<file path="config.mk">
export PLATFORM = sky130hd
export DESIGN_NAME = rgb_to_hls_converter_unit_flat
export DESIGN_NICKNAME = d
export VERILOG_FILES = /design/src/hw/rtl/rgb_hls_pkg.sv /design/src/hw/rtl/rgb_hls_if.sv /design/src/hw/rtl/rgb_to_hls_converter_unit.sv /design/src/hw/rtl/rgb_hls_queue.sv /design/src/hw/rtl/rgb_hls_div.sv /design/src/hw/rtl/rgb_hls_front.sv /design/src/hw/rtl/rgb_hls_back.sv /design/src/flat_wrapper.sv
export SDC_FILE = /design/constraint.sdc
export NUM_CORES = 2
export LEC_CHECK = 0
export BUFFER_PORTS_ARGS = -buffer_cell sky130_fd_sc_hd__clkbuf_2
export CAP_MARGIN = 20
export CELL_PAD_IN_SITES_DETAIL_PLACEMENT = 1
export CELL_PAD_IN_SITES_GLOBAL_PLACEMENT = 2
export CORE_ASPECT_RATIO = 1.5
export CORE_MARGIN = 2
export CORE_UTILIZATION = 45
export DETAILED_ROUTE_END_ITERATION = 16
export HOLD_SLACK_MARGIN = 0.06
export PLACE_DENSITY_LB_ADDON = 0.12
export SLEW_MARGIN = 30
export SYNTH_ARGS = -nofsm -noshare
export SYNTH_HDL_FRONTEND = slang
export SYNTH_SLANG_ARGS = --single-unit
</file>
<file path="constraint.sdc">
create_clock -name i_clk -period 57.3 [get_ports i_clk]
set_input_delay 8.595 -clock i_clk [delete_from_list [all_inputs] [get_ports i_clk]]
set_output_delay 8.595 -clock i_clk [all_outputs]
set_load 0.1 [all_outputs]
</file>
<file path="src/hw/rtl/rgb_hls_pkg.sv">
// Constants, codes and types of the RGB to HLS converter.
// Depends on nothing; every other file of the block but rgb_hls_div and the macros header imports it.
package rgb_hls_pkg;

    localparam int COMP_W      = 16;
    localparam int HUE_FRAC    = 6;
    localparam int HUE_W       = 16;
    localparam int LIGHT_W     = 16;
    localparam int SAT_W       = 17;
    localparam int FULL_SCALE  = 1 << COMP_W;

    localparam int DEG_60      = 60 << HUE_FRAC;
    localparam int DEG_120     = 120 << HUE_FRAC;
    localparam int DEG_240     = 240 << HUE_FRAC;
    localparam int DEG_360     = 360 << HUE_FRAC;

    localparam int HUE_K_W     = $clog2(DEG_60 + 1);
    localparam logic signed [HUE_K_W:0] HUE_K = (HUE_K_W + 1)'(DEG_60);

    localparam int DIFF_W      = COMP_W + 1;
    localparam int PROD_W      = DIFF_W + HUE_K_W + 1;
    localparam int HUE_N_W     = PROD_W + 1;
    localparam int HUE_A_W     = PROD_W;
    localparam int HUE_D_W     = COMP_W + 1;
    localparam int SAT_N_W     = 2 * COMP_W + 1;
    localparam int SAT_D_W     = COMP_W + 2;
    localparam int DIV_STAGES  = COMP_W + 1;
    localparam int HUE_INT_W   = DIV_STAGES + 3;

    localparam int QUEUE_DEPTH = 4;

    typedef logic [1:0] t_sector;
    localparam t_sector SEC_NONE  = 2'd0;
    localparam t_sector SEC_RED   = 2'd1;
    localparam t_sector SEC_GREEN = 2'd2;
    localparam t_sector SEC_BLUE  = 2'd3;

    typedef struct packed {
        logic signed [DIFF_W-1:0] diff;
        logic [COMP_W-1:0]        span;
        logic [COMP_W:0]          den;
        logic [LIGHT_W-1:0]       light;
        t_sector                  sector;
        logic                     hue_on;
        logic                     sat_on;
    } t_item;

    typedef struct packed {
        logic [LIGHT_W-1:0] light;
        t_sector            sector;
        logic               hue_on;
        logic               sat_on;
        logic               neg;
        logic               ovf;
    } t_side;

endpackage

</file>
<file path="src/hw/rtl/rgb_hls_if.sv">
// Handshake channels of the RGB to HLS converter: pixel, result and configuration.
// Depends on rgb_hls_pkg for the field widths.
interface rgb_hls_pix_if;
    import rgb_hls_pkg::*;
    logic              valid;
    logic              ready;
    logic [COMP_W-1:0] red;
    logic [COMP_W-1:0] green;
    logic [COMP_W-1:0] blue;
    logic [COMP_W-1:0] max_component;
    logic [COMP_W-1:0] min_component;
    modport source (output valid, red, green, blue, max_component, min_component,
                    input ready);
    modport sink (input valid, red, green, blue, max_component, min_component,
                  output ready);
endinterface

interface rgb_hls_res_if;
    import rgb_hls_pkg::*;
    logic                     valid;
    logic                     ready;
    logic signed [HUE_W-1:0]  hue;
    logic [LIGHT_W-1:0]       lightness;
    logic [SAT_W-1:0]         saturation;
    modport source (output valid, hue, lightness, saturation, input ready);
    modport sink (input valid, hue, lightness, saturation, output ready);
endinterface

interface rgb_hls_cfg_if;
    logic valid;
    logic ready;
    logic normalize_hue;
    modport source (output valid, normalize_hue, input ready);
    modport sink (input valid, normalize_hue, output ready);
endinterface

</file>
<file path="src/hw/rtl/rgb_to_hls_converter_unit.sv">
// Converts one RGB pixel per cycle, while its queue has room, into hue, lightness and
// saturation. A pixel gives red, green, blue and the caller's maximum and minimum of
// them as Q0.16 fractions; the result is hue in degrees with six fraction bits,
// lightness in Q0.16 and saturation in Q1.16. The block returns results in order; the
// two dividers produce one quotient bit per stage over 17 stages. A four-entry queue
// lets the input keep flowing while the output is stalled. The normalize_hue register
// (reset to one) adds 360 degrees to negative hues; the configuration channel is always
// ready and should only be written while no pixel is in flight.
module rgb_to_hls_converter_unit (
    input  logic          i_clk,
    input  logic          i_rst_n,
    rgb_hls_cfg_if.sink   i_cfg,
    rgb_hls_pix_if.sink   i_pixel,
    rgb_hls_res_if.source o_result
);
    import rgb_hls_pkg::*;

    logic  r_normalize;
    logic  push;
    logic  full;
    logic  pop;
    logic  empty;
    t_item front_item;
    t_item head_item;

    assign i_cfg.ready = 1'b1;

    always_ff @(posedge i_clk) begin
        if (!i_rst_n) begin
            r_normalize <= 1'b1;
        end else if (i_cfg.valid && i_cfg.ready) begin
            r_normalize <= i_cfg.normalize_hue;
        end
    end

    rgb_hls_front u_front (
        .i_clk   (i_clk),
        .i_rst_n (i_rst_n),
        .i_pixel (i_pixel),
        .i_full  (full),
        .o_push  (push),
        .o_item  (front_item)
    );

    rgb_hls_queue u_queue (
        .i_clk   (i_clk),
        .i_rst_n (i_rst_n),
        .i_push  (push),
        .i_item  (front_item),
        .o_full  (full),
        .i_pop   (pop),
        .o_empty (empty),
        .o_head  (head_item)
    );

    rgb_hls_back u_back (
        .i_clk       (i_clk),
        .i_rst_n     (i_rst_n),
        .i_normalize (r_normalize),
        .i_head      (head_item),
        .i_empty     (empty),
        .o_pop       (pop),
        .o_result    (o_result)
    );

endmodule

</file>
<file path="src/hw/rtl/rgb_hls_queue.sv">
// Short queue of classified pixels between the front and back parts.
// Depends on rgb_hls_pkg for the item type and depth.
module rgb_hls_queue (
    input  logic                i_clk,
    input  logic                i_rst_n,
    input  logic                i_push,
    input  rgb_hls_pkg::t_item  i_item,
    output logic                o_full,
    input  logic                i_pop,
    output logic                o_empty,
    output rgb_hls_pkg::t_item  o_head
);
    import rgb_hls_pkg::*;

    localparam int PTR_W = $clog2(QUEUE_DEPTH);

    t_item            r_mem [QUEUE_DEPTH];
    logic [PTR_W-1:0] r_wr;
    logic [PTR_W-1:0] r_rd;
    logic [PTR_W:0]   r_count;
    logic             do_push;
    logic             do_pop;

    assign o_full  = (r_count == (PTR_W + 1)'(QUEUE_DEPTH));
    assign o_empty = (r_count == '0);
    assign o_head  = r_mem[r_rd];
    assign do_push = i_push && !o_full;
    assign do_pop  = i_pop && !o_empty;

    always_ff @(posedge i_clk) begin
        if (!i_rst_n) begin
            r_wr    <= '0;
            r_rd    <= '0;
            r_count <= '0;
        end else begin
            if (do_push) begin
                r_wr <= r_wr + PTR_W'(1);
            end
            if (do_pop) begin
                r_rd <= r_rd + PTR_W'(1);
            end
            if (do_push && !do_pop) begin
                r_count <= r_count + (PTR_W + 1)'(1);
            end else if (do_pop && !do_push) begin
                r_count <= r_count - (PTR_W + 1)'(1);
            end
        end
    end

    always_ff @(posedge i_clk) begin
        if (do_push) begin
            r_mem[r_wr] <= i_item;
        end
    end

endmodule

</file>
<file path="src/hw/rtl/rgb_hls_div.sv">
// Pipelined restoring divider, one quotient bit per stage.
// Depends on nothing; the dividend must be below the divisor shifted by the quotient width.
module rgb_hls_div #(
    parameter int NUM_W = 30,
    parameter int DEN_W = 17,
    parameter int QUO_W = 17
) (
    input  logic             i_clk,
    input  logic             i_en,
    input  logic [NUM_W-1:0] i_num,
    input  logic [DEN_W-1:0] i_den,
    output logic [QUO_W-1:0] o_quo
);
    localparam int REM_W = DEN_W + QUO_W;

    logic [REM_W-1:0] r_rem [QUO_W];
    logic [DEN_W-1:0] r_den [QUO_W];
    logic [QUO_W-1:0] r_quo [QUO_W];

    for (genvar s = 0; s < QUO_W; s++) begin : g_stage
        localparam int BIT = QUO_W - 1 - s;
        logic [REM_W-1:0] rem_in;
        logic [DEN_W-1:0] den_in;
        logic [QUO_W-1:0] quo_in;
        logic [REM_W:0]   trial;

        if (s == 0) begin : g_first
            assign rem_in = REM_W'(i_num);
            assign den_in = i_den;
            assign quo_in = '0;
        end else begin : g_next
            assign rem_in = r_rem[s-1];
            assign den_in = r_den[s-1];
            assign quo_in = r_quo[s-1];
        end

        assign trial = {1'b0, rem_in} - ((REM_W + 1)'(den_in) << BIT);

        always_ff @(posedge i_clk) begin
            if (i_en) begin
                r_den[s] <= den_in;
                if (trial[REM_W]) begin
                    r_rem[s] <= rem_in;
                    r_quo[s] <= quo_in;
                end else begin
                    r_rem[s] <= trial[REM_W-1:0];
                    r_quo[s] <= quo_in | (QUO_W'(1) << BIT);
                end
            end
        end
    end

    assign o_quo = r_quo[QUO_W-1];

endmodule

</file>
<file path="src/hw/rtl/rgb_hls_front.sv">
// Front part: accepts pixels and classifies them into sector, differences and flags.
// Depends on rgb_hls_pkg and the pixel channel interface.
module rgb_hls_front (
    input  logic               i_clk,
    input  logic               i_rst_n,
    rgb_hls_pix_if.sink        i_pixel,
    input  logic               i_full,
    output logic               o_push,
    output rgb_hls_pkg::t_item o_item
);
    import rgb_hls_pkg::*;

    logic              r_valid;
    t_item             r_item;
    t_item             n_item;
    logic [COMP_W:0]   sum;
    logic [COMP_W+1:0] den_wide;
    logic              max_nz;
    logic              range_pos;

    assign i_pixel.ready = !r_valid || !i_full;
    assign o_push        = r_valid;
    assign o_item        = r_item;

    always_comb begin
        sum       = {1'b0, i_pixel.max_component} + {1'b0, i_pixel.min_component};
        den_wide  = {1'b1, {(COMP_W + 1){1'b0}}} - {1'b0, sum};
        max_nz    = (i_pixel.max_component != '0);
        range_pos = (i_pixel.max_component > i_pixel.min_component);

        n_item.span  = i_pixel.max_component - i_pixel.min_component;
        n_item.den   = sum[COMP_W] ? den_wide[COMP_W:0] : sum;
        n_item.light = max_nz ? LIGHT_W'(sum[COMP_W:1]) : '0;

        if (i_pixel.max_component == i_pixel.red) begin
            n_item.sector = SEC_RED;
        end else if (i_pixel.max_component == i_pixel.green) begin
            n_item.sector = SEC_GREEN;
        end else if (i_pixel.max_component == i_pixel.blue) begin
            n_item.sector = SEC_BLUE;
        end else begin
            n_item.sector = SEC_NONE;
        end

        unique case (n_item.sector)
            SEC_RED: begin
                n_item.diff = $signed({1'b0, i_pixel.green}) - $signed({1'b0, i_pixel.blue});
            end
            SEC_GREEN: begin
                n_item.diff = $signed({1'b0, i_pixel.blue}) - $signed({1'b0, i_pixel.red});
            end
            SEC_BLUE: begin
                n_item.diff = $signed({1'b0, i_pixel.red}) - $signed({1'b0, i_pixel.green});
            end
            default: begin
                n_item.diff = '0;
            end
        endcase

        n_item.sat_on = max_nz && range_pos;
        n_item.hue_on = max_nz && range_pos && (n_item.sector != SEC_NONE);
    end

    always_ff @(posedge i_clk) begin
        if (!i_rst_n) begin
            r_valid <= 1'b0;
        end else if (i_pixel.ready) begin
            r_valid <= i_pixel.valid;
        end
    end

    always_ff @(posedge i_clk) begin
        if (i_pixel.valid && i_pixel.ready) begin
            r_item <= n_item;
        end
    end

endmodule

</file>
<file path="src/hw/rtl/rgb_hls_back.sv">
// Back part: hue and saturation divisions, offsets, normalising, clamping and output register.
// Depends on rgb_hls_pkg, rgb_hls_div and the result channel interface.
module rgb_hls_back (
    input  logic               i_clk,
    input  logic               i_rst_n,
    input  logic               i_normalize,
    input  rgb_hls_pkg::t_item i_head,
    input  logic               i_empty,
    output logic               o_pop,
    rgb_hls_res_if.source      o_result
);
    import rgb_hls_pkg::*;

    localparam logic signed [HUE_INT_W-1:0] HUE_LO  = -HUE_INT_W'(DEG_60);
    localparam logic signed [HUE_INT_W-1:0] HUE_HI  = HUE_INT_W'(DEG_360);
    localparam logic signed [HUE_INT_W-1:0] OFF_120 = HUE_INT_W'(DEG_120);
    localparam logic signed [HUE_INT_W-1:0] OFF_240 = HUE_INT_W'(DEG_240);
    localparam logic [SAT_W-1:0]            SAT_ONE = SAT_W'(FULL_SCALE);

    logic                            en;
    logic signed [PROD_W-1:0]        prod;
    logic                            r_m1_v;
    t_item                           r_m1_item;
    logic signed [PROD_W-1:0]        r_m1_prod;

    logic [HUE_N_W-1:0]              hue_n;
    logic [HUE_A_W-1:0]              hue_a;
    logic [HUE_D_W-1:0]              hue_d;
    logic                            hue_ovf;
    logic [SAT_N_W-1:0]              sat_n;
    logic [SAT_D_W-1:0]              sat_d;
    t_side                           n_side;

    logic                            r_m2_v;
    logic [HUE_A_W-1:0]              r_m2_hn;
    logic [HUE_D_W-1:0]              r_m2_hd;
    logic [SAT_N_W-1:0]              r_m2_sn;
    logic [SAT_D_W-1:0]              r_m2_sd;
    t_side                           r_m2_side;

    logic                            r_sv [DIV_STAGES];
    t_side                           r_sd [DIV_STAGES];
    logic [DIV_STAGES-1:0]           hue_quo;
    logic [DIV_STAGES-1:0]           sat_quo;

    t_side                           last;
    logic [DIV_STAGES-1:0]           q_mag;
    logic signed [HUE_INT_W-1:0]     q_s;
    logic signed [HUE_INT_W-1:0]     h1;
    logic signed [HUE_INT_W-1:0]     h2;
    logic signed [HUE_INT_W-1:0]     h3;
    logic [SAT_W-1:0]                n_sat;

    logic                            r_out_valid;
    logic signed [HUE_W-1:0]         r_hue;
    logic [LIGHT_W-1:0]              r_light;
    logic [SAT_W-1:0]                r_sat;

    assign en    = !r_out_valid || o_result.ready;
    assign o_pop = en && !i_empty;
    assign prod  = HUE_K * $signed(i_head.diff);

    always_comb begin
        hue_n   = {r_m1_prod, 1'b0} + HUE_N_W'(r_m1_item.span);
        hue_a   = hue_n[HUE_N_W-1] ? ~hue_n[HUE_A_W-1:0] : hue_n[HUE_A_W-1:0];
        hue_d   = {r_m1_item.span, 1'b0};
        hue_ovf = ((HUE_D_W + DIV_STAGES)'(hue_a) >= {hue_d, {DIV_STAGES{1'b0}}});
        sat_n   = {r_m1_item.span, {(COMP_W + 1){1'b0}}} + SAT_N_W'(r_m1_item.den);
        sat_d   = {r_m1_item.den, 1'b0};

        n_side.light  = r_m1_item.light;
        n_side.sector = r_m1_item.sector;
        n_side.hue_on = r_m1_item.hue_on;
        n_side.sat_on = r_m1_item.sat_on;
        n_side.neg    = hue_n[HUE_N_W-1];
        n_side.ovf    = hue_ovf;
    end

    always_ff @(posedge i_clk) begin
        if (!i_rst_n) begin
            r_m1_v <= 1'b0;
            r_m2_v <= 1'b0;
        end else if (en) begin
            r_m1_v <= !i_empty;
            r_m2_v <= r_m1_v;
        end
    end

    always_ff @(posedge i_clk) begin
        if (en) begin
            r_m1_item <= i_head;
            r_m1_prod <= prod;
            r_m2_hn   <= hue_a;
            r_m2_hd   <= hue_d;
            r_m2_sn   <= sat_n;
            r_m2_sd   <= sat_d;
            r_m2_side <= n_side;
        end
    end

    rgb_hls_div #(
        .NUM_W (HUE_A_W),
        .DEN_W (HUE_D_W),
        .QUO_W (DIV_STAGES)
    ) u_hue_div (
        .i_clk (i_clk),
        .i_en  (en),
        .i_num (r_m2_hn),
        .i_den (r_m2_hd),
        .o_quo (hue_quo)
    );

    rgb_hls_div #(
        .NUM_W (SAT_N_W),
        .DEN_W (SAT_D_W),
        .QUO_W (DIV_STAGES)
    ) u_sat_div (
        .i_clk (i_clk),
        .i_en  (en),
        .i_num (r_m2_sn),
        .i_den (r_m2_sd),
        .o_quo (sat_quo)
    );

    for (genvar s = 0; s < DIV_STAGES; s++) begin : g_side
        always_ff @(posedge i_clk) begin
            if (!i_rst_n) begin
                r_sv[s] <= 1'b0;
            end else if (en) begin
                r_sv[s] <= (s == 0) ? r_m2_v : r_sv[(s == 0) ? 0 : s - 1];
            end
        end

        always_ff @(posedge i_clk) begin
            if (en) begin
                r_sd[s] <= (s == 0) ? r_m2_side : r_sd[(s == 0) ? 0 : s - 1];
            end
        end
    end

    always_comb begin
        last  = r_sd[DIV_STAGES-1];
        q_mag = last.ovf ? '1 : hue_quo;
        q_s   = last.neg ? ~{3'b000, q_mag} : {3'b000, q_mag};

        case (last.sector)
            SEC_GREEN: h1 = q_s + OFF_120;
            SEC_BLUE:  h1 = q_s + OFF_240;
            default:   h1 = q_s;
        endcase
        if (!last.hue_on) begin
            h1 = '0;
        end

        h2 = (i_normalize && (h1 < 0)) ? h1 + HUE_HI : h1;

        if (h2 < HUE_LO) begin
            h3 = HUE_LO;
        end else if (h2 > HUE_HI) begin
            h3 = HUE_HI;
        end else begin
            h3 = h2;
        end

        if (!last.sat_on) begin
            n_sat = '0;
        end else if (SAT_W'(sat_quo) > SAT_ONE) begin
            n_sat = SAT_ONE;
        end else begin
            n_sat = SAT_W'(sat_quo);
        end
    end

    always_ff @(posedge i_clk) begin
        if (!i_rst_n) begin
            r_out_valid <= 1'b0;
        end else if (en) begin
            r_out_valid <= r_sv[DIV_STAGES-1];
        end
    end

    always_ff @(posedge i_clk) begin
        if (en) begin
            r_hue   <= h3[HUE_W-1:0];
            r_light <= last.light;
            r_sat   <= n_sat;
        end
    end

    assign o_result.valid      = r_out_valid;
    assign o_result.hue        = r_hue;
    assign o_result.lightness  = r_light;
    assign o_result.saturation = r_sat;

endmodule

</file>
<file path="src/flat_wrapper.sv">
// flat-port wrapper written by rule: the top's interface ports become plain ports
module rgb_to_hls_converter_unit_flat import rgb_hls_pkg::*;
  (i_clk, i_rst_n, i_cfg_valid, i_cfg_normalize_hue, i_cfg_ready, i_pixel_valid, i_pixel_red, i_pixel_green, i_pixel_blue, i_pixel_max_component, i_pixel_min_component, i_pixel_ready, o_result_valid, o_result_hue, o_result_lightness, o_result_saturation, o_result_ready);
  rgb_hls_cfg_if i_cfg_i ();
  rgb_hls_pix_if i_pixel_i ();
  rgb_hls_res_if o_result_i ();
  input  logic i_clk;
  input  logic i_rst_n;
  input wire logic [$bits(i_cfg_i.valid)-1:0] i_cfg_valid;
  input wire logic [$bits(i_cfg_i.normalize_hue)-1:0] i_cfg_normalize_hue;
  output wire logic [$bits(i_cfg_i.ready)-1:0] i_cfg_ready;
  input wire logic [$bits(i_pixel_i.valid)-1:0] i_pixel_valid;
  input wire logic [$bits(i_pixel_i.red)-1:0] i_pixel_red;
  input wire logic [$bits(i_pixel_i.green)-1:0] i_pixel_green;
  input wire logic [$bits(i_pixel_i.blue)-1:0] i_pixel_blue;
  input wire logic [$bits(i_pixel_i.max_component)-1:0] i_pixel_max_component;
  input wire logic [$bits(i_pixel_i.min_component)-1:0] i_pixel_min_component;
  output wire logic [$bits(i_pixel_i.ready)-1:0] i_pixel_ready;
  output wire logic [$bits(o_result_i.valid)-1:0] o_result_valid;
  output wire logic [$bits(o_result_i.hue)-1:0] o_result_hue;
  output wire logic [$bits(o_result_i.lightness)-1:0] o_result_lightness;
  output wire logic [$bits(o_result_i.saturation)-1:0] o_result_saturation;
  input wire logic [$bits(o_result_i.ready)-1:0] o_result_ready;
  assign i_cfg_i.valid = i_cfg_valid;
  assign i_cfg_i.normalize_hue = i_cfg_normalize_hue;
  assign i_cfg_ready = i_cfg_i.ready;
  assign i_pixel_i.valid = i_pixel_valid;
  assign i_pixel_i.red = i_pixel_red;
  assign i_pixel_i.green = i_pixel_green;
  assign i_pixel_i.blue = i_pixel_blue;
  assign i_pixel_i.max_component = i_pixel_max_component;
  assign i_pixel_i.min_component = i_pixel_min_component;
  assign i_pixel_ready = i_pixel_i.ready;
  assign o_result_valid = o_result_i.valid;
  assign o_result_hue = o_result_i.hue;
  assign o_result_lightness = o_result_i.lightness;
  assign o_result_saturation = o_result_i.saturation;
  assign o_result_i.ready = o_result_ready;
  rgb_to_hls_converter_unit u_core (.i_clk(i_clk), .i_rst_n(i_rst_n), .i_cfg(i_cfg_i), .i_pixel(i_pixel_i), .o_result(o_result_i));
endmodule
</file>
* After elaboration in Yosys (flattened, before gate mapping) *
Memory sizes are Yosys's and may differ from the RTL's. A register that Yosys moved wholly into a read port is not among the register bits.
Cells that the tools add are included.

storage, ports and cells
  logic and storage cells = 536
  memory bits (writable) = 3017
  register bits after elaboration = 323
  memories = 9
  input port bits = 86

operators by class
  equal/unequal tests = 9
  reductions and logical operators = 24
  add/sub/neg operators = 49
  magnitude comparators = 6
  bitwise gates (word level) = 88
  multiplexer cells = 313
  multiply operators = 1

memories
  memory                         words  bits a word  rd ports  clocked after Yosys merged registers in  write ports  RTL line            text
  u_core.u_back.u_sat_div.r_rem  17     35           16        0                                        17           rgb_hls_div.sv:16   logic [REM_W-1:0] r_rem [QUO_W];
  u_core.u_back.u_hue_div.r_rem  17     34           16        0                                        17           rgb_hls_div.sv:16
  u_core.u_back.r_sd             17     22           17        0                                        17           rgb_hls_back.sv:42  t_side r_sd [DIV_STAGES];
  u_core.u_back.u_sat_div.r_den  17     18           16        0                                        17           rgb_hls_div.sv:17   logic [DEN_W-1:0] r_den [QUO_W];
  u_core.u_back.u_hue_div.r_den  17     17           16        0                                        17           rgb_hls_div.sv:17
  u_core.u_back.u_hue_div.r_quo  17     17           17        0                                        17           rgb_hls_div.sv:18   logic [QUO_W-1:0] r_quo [QUO_W];
  3 more memories                -      -            -         -                                        -            -

operators by type and width
  cell                                            number
  17-bit two-way mux                              36
  35-bit two-way mux                              17
  34-bit two-way mux                              17
  1-bit two-way mux                               228
  1-bit bitwise OR                                85
  20-bit two-way mux                              3
  17-bit case mux with 3 select lines             1
  16-bit by 16-bit subtractor with 17-bit output  3
  16-bit == test                                  3
  20-bit case mux with 2 select lines             1
  35-bit by 18-bit subtractor with 36-bit output  1
  35-bit by 19-bit subtractor with 36-bit output  1
  35-bit by 20-bit subtractor with 36-bit output  1
  35-bit by 21-bit subtractor with 36-bit output  1
  35-bit by 22-bit subtractor with 36-bit output  1
  35-bit by 23-bit subtractor with 36-bit output  1
  35-bit by 24-bit subtractor with 36-bit output  1
  35-bit by 25-bit subtractor with 36-bit output  1
  35-bit by 26-bit subtractor with 36-bit output  1
  35-bit by 27-bit subtractor with 36-bit output  1
  35-bit by 28-bit subtractor with 36-bit output  1
  35-bit by 29-bit subtractor with 36-bit output  1
  35-bit by 30-bit subtractor with 36-bit output  1
  35-bit by 31-bit subtractor with 36-bit output  1
  55 further kinds                                82

* Depth between registers and ports, before layout *
An unclocked memory read counts as a cell.

  depth after elaboration = 12
  depth in mapped cells = 21
  depth with buffers taken out = 21

* Modules after synthesis *
A second synthesis with hierarchy kept.

second synthesis, totals
  cell total of the unflattened synthesis = 10667
  area total of the unflattened synthesis = 140419.7 um2

by module, submodules not included
  module                                 cells each  instances  area an instance (um2)
  rgb_hls_div (u_core.u_back.u_sat_div)  4121        1          50453.4
  rgb_hls_div (u_core.u_back.u_hue_div)  4005        1          48814.3
  rgb_hls_back                           1324        1          23323.6
  rgb_hls_queue                          414         1          10657.7
  rgb_hls_front                          798         1          7125.6
  rgb_to_hls_converter_unit              5           1          45.0

* Worst setup path before layout *
OpenSTA, ideal clock, no wires.

  kind = in2reg
  start point = input o_result_ready
  end point = memory u_core.u_back.u_hue_div.r_quo[16][10], data pin
  stages = 7
  arrival time = 48.832 ns
  data required time = 56.951 ns
  path slack = 8.119 ns
  path buffers = 4
  cells stage by stage = nor2b_1 clkbuf_1 clkinv_1 clkbuf_1 clkbuf_1 clkbuf_1 and2_1

RTL lines
  what                RTL line            text
  start: declaration  flat_wrapper.sv:23  input wire logic [$bits(o_result_i.ready)-1:0] o_result_ready;
  end: declaration    rgb_hls_div.sv:18

==> qor.txt <==
status - finished clean
CP Launch Type - primary input
DP Wirelength - 220 mm
Final Hold Viols - 0
GRT Util Overall - 0.196
placed cell count - 13,900
Worst R2R Setup Slack - 51,400 ps
CP Max Fanout - 172
Fillers - 29,300
Post-synth EDFFs - 2,829
Multi-input gate area - 0.0440 sq mm
Clock Tree Root - clkbuf_16
crit path kind - primary input to flip-flop
Main synth FF type - edfxtp_1
gpl congestion - 0.893
TritonCTS clock tree - done
Post-Syn Area - 0.133 sq mm
Final Instance Area - 0.148 sq mm
nets - 11,100
global route total overflow - 0
post-synthesis area per instance - 13.5 sq um
most common cell after layout, fill and taps aside - edfxtp_1
CP Capture Type - flip-flop
Initial Util - 0.452
DRC violations left - 0
CTS clk-pin slew, worst paths - 60 ps
Tmin final - 12,350 ps
worst path cell trace - clkbuf_2 > nor2b_4 > buf_4 > inv_8 > buf_4 > buf_4 > buf_6 > buf_12
initial antenna violation count - 2
flops & latches, synth - 2,846
met3 usage - 0.0230
slowest stage delay, CP - 770 ps
routed len/inst - 20.6 um
DRT Pass-1 Iters - 7
Reg area - 0.0853 sq mm
Chip Height - 670 um
vias in the first global route - 85,300
Area Overhead vs Synth - 11.2%
first-pass GRT wire length - 461 mm
Synth Instances - 9,902
Area after DPL - 0.139 sq mm
critical path's slowest cell - buf_4
slew margin rel. - 0.271
row count - 244
Async S/R FF share, synth - 0
routed vias/inst - 5.35
Unique masters post-synth - 96
Die X - 448 um
largest net degree at the start of global routing - 173
fin cells - 14,400
worst skew pair latency - 880 ps
fin crit share - 0.216
Final Slew Violations - 0
final setup vio count - 0
Detailed Route WL - 296 mm
most frequent cells in the layout - 2,829 x edfxtp_1, 926 x inv_1, 699 x ha_1
Ys Warns - 0
post-CTS sizing - 0
Max Clock Skew - 71.1 ps
Port Buffers - 136
# Post-CTS Setup Buffers - 0
Worst Path Required - 57,790 ps
htree depth - 5
clock sinks - 2,846
Min-Delay Path Class - flip-flop to flip-flop
measured slew at the worst slew-check pin - 1090 ps
CTS max path bufs - 4
# hold bufs at CTS - 0
met2 Track Usage GR - 0.407
f_max - 0.0810 GHz
RSZ-0062 raised after global routing - false
Routed Antenna Nets - 0
core area - 0.295 sq mm
DR iter-0 viols - 3,220
via count - 76,900
Die ar. - 0.301 sq mm
maxcap violations - 0
post-synthesis sequential area ratio - 0.640
met1 Resource Use GR - 0.176
busiest grt layer - met2
layout cells sized above 1 - 0.0925
Critical Path Most Common Cell - buf_4
Critical Path AT - 12,840 ps
TritonCTS Buffers - 286
Top Ports - 138
total negative setup slack - 0 ps
-- Yosys cell counts (all sizes together), types with 108 or more instances --
cell | instances | share of area
a21o | 140 | 0.0079
a21oi | 398 | 0.015
clkbuf | 140 | 0.0039
edfxtp | 2829 | 0.64
ha | 699 | 0.066
inv | 929 | 0.026
mux2 | 165 | 0.014
nand2 | 635 | 0.018
nand2b | 137 | 0.0064
nand3 | 114 | 0.0043
nor2 | 517 | 0.015
nor2b | 115 | 0.0054
nor3 | 220 | 0.0083
o21a | 118 | 0.0066
o21ai | 565 | 0.021
or3 | 108 | 0.0051
xnor2 | 440 | 0.029
xor2 | 375 | 0.025
-- logic make-up after synthesis --
kind of cell	count (synthesis)	synth area share
other	2	0.0000564
XOR/XNOR	816	0.0537
buffers and inverters	1102	0.0313
flip-flops	2846	0.640
AND/OR/NAND/NOR	2297	0.0847
adder cells (fa/ha/maj)	768	0.0760
AO/OA/AOI/OAI	1797	0.0854
multiplexers	274	0.0286
-- layer usage --
metal / wire (um) / share of wire / up-vias
met5: 0 / 0 / -
met4: 18000 / 0.061 / 0
met3: 7350 / 0.025 / 722
met2: 173000 / 0.58 / 1042
met1: 97600 / 0.33 / 38100
li1: - / - / 37000
-- metrics by stage --
stage / util / hold slack, ps / worst slack, ps
floorplan: - / 400 / 8120
global placement: 0.472 / 400 / 43840
detailed placement: 0.472 / 405 / 43780
CTS: 0.502 / 386 / 44750
global route: 0.503 / 400 / 44680
finish: 0.503 / 388 / 44950
-- final timing paths --
path / startpoint / to / cells past startpoint
setup / recovery: o_result_ready / u_core.u_back.r_sd[0][11] / 8
hold / removal: u_core.u_back.u_sat_div.r_rem[3][1] / u_core.u_back.u_sat_div.r_rem[4][1] / 0
setup reg to reg: u_core.u_back.r_m1_prod[9] / u_core.u_back.r_m2_side[0] / 20
hold reg to reg: u_core.u_back.u_sat_div.r_rem[3][1] / u_core.u_back.u_sat_div.r_rem[4][1] / 0
-- flip-flops by register name, summed over array words and instances, names as in the netlist, 3 cells and up, named ones only --
signal,count
u_core.u_back.u_sat_div.r_quo,153
u_core.u_back.u_sat_div.r_rem,544
u_core.u_back.o_result.lightness,16
u_core.u_back.o_result.hue,16
u_core.u_back.u_sat_div.r_den,272
u_core.u_back.r_m2_sn,31
u_core.u_queue.r_mem,276
u_core.u_back.r_m2_hn,29
u_core.u_back.r_m1_item,16
u_core.u_back.r_m2_side,22
u_core.u_back.r_m1_prod,22
u_core.u_back.u_hue_div.r_den,240
u_core.u_back.u_hue_div.r_quo,153
u_core.u_back.r_sv,17
u_core.u_front.o_item,69
u_core.u_queue.r_count,3
u_core.u_back.u_hue_div.r_rem,528
u_core.u_back.hue_d,16
u_core.u_back.o_result.saturation,17
u_core.u_back.r_sd,374
u_core.u_back.n_side,20
-- final cells by class --
cell class | instances | area share
Inverter | 930 | 0.0237
Tap cell | 3936 | 0.0333
Multi-Input combinational cell | 5956 | 0.297
Timing Repair Buffer | 219 | 0.00964
Sequential cell | 2846 | 0.576
Clock buffer | 357 | 0.0510
Antenna cell | 4 | 0.0000676
Clock inverter | 135 | 0.00915
-- worst max-delay path, delay by kind of cell --
kind | cells | cell delay [ps]
buffers and inverters | 7 | 3650
AND/OR/NAND/NOR | 1 | 40
Power is not shown: default switching activity piles up to over one toggle a cycle in this logic, so the estimate is an artifact.
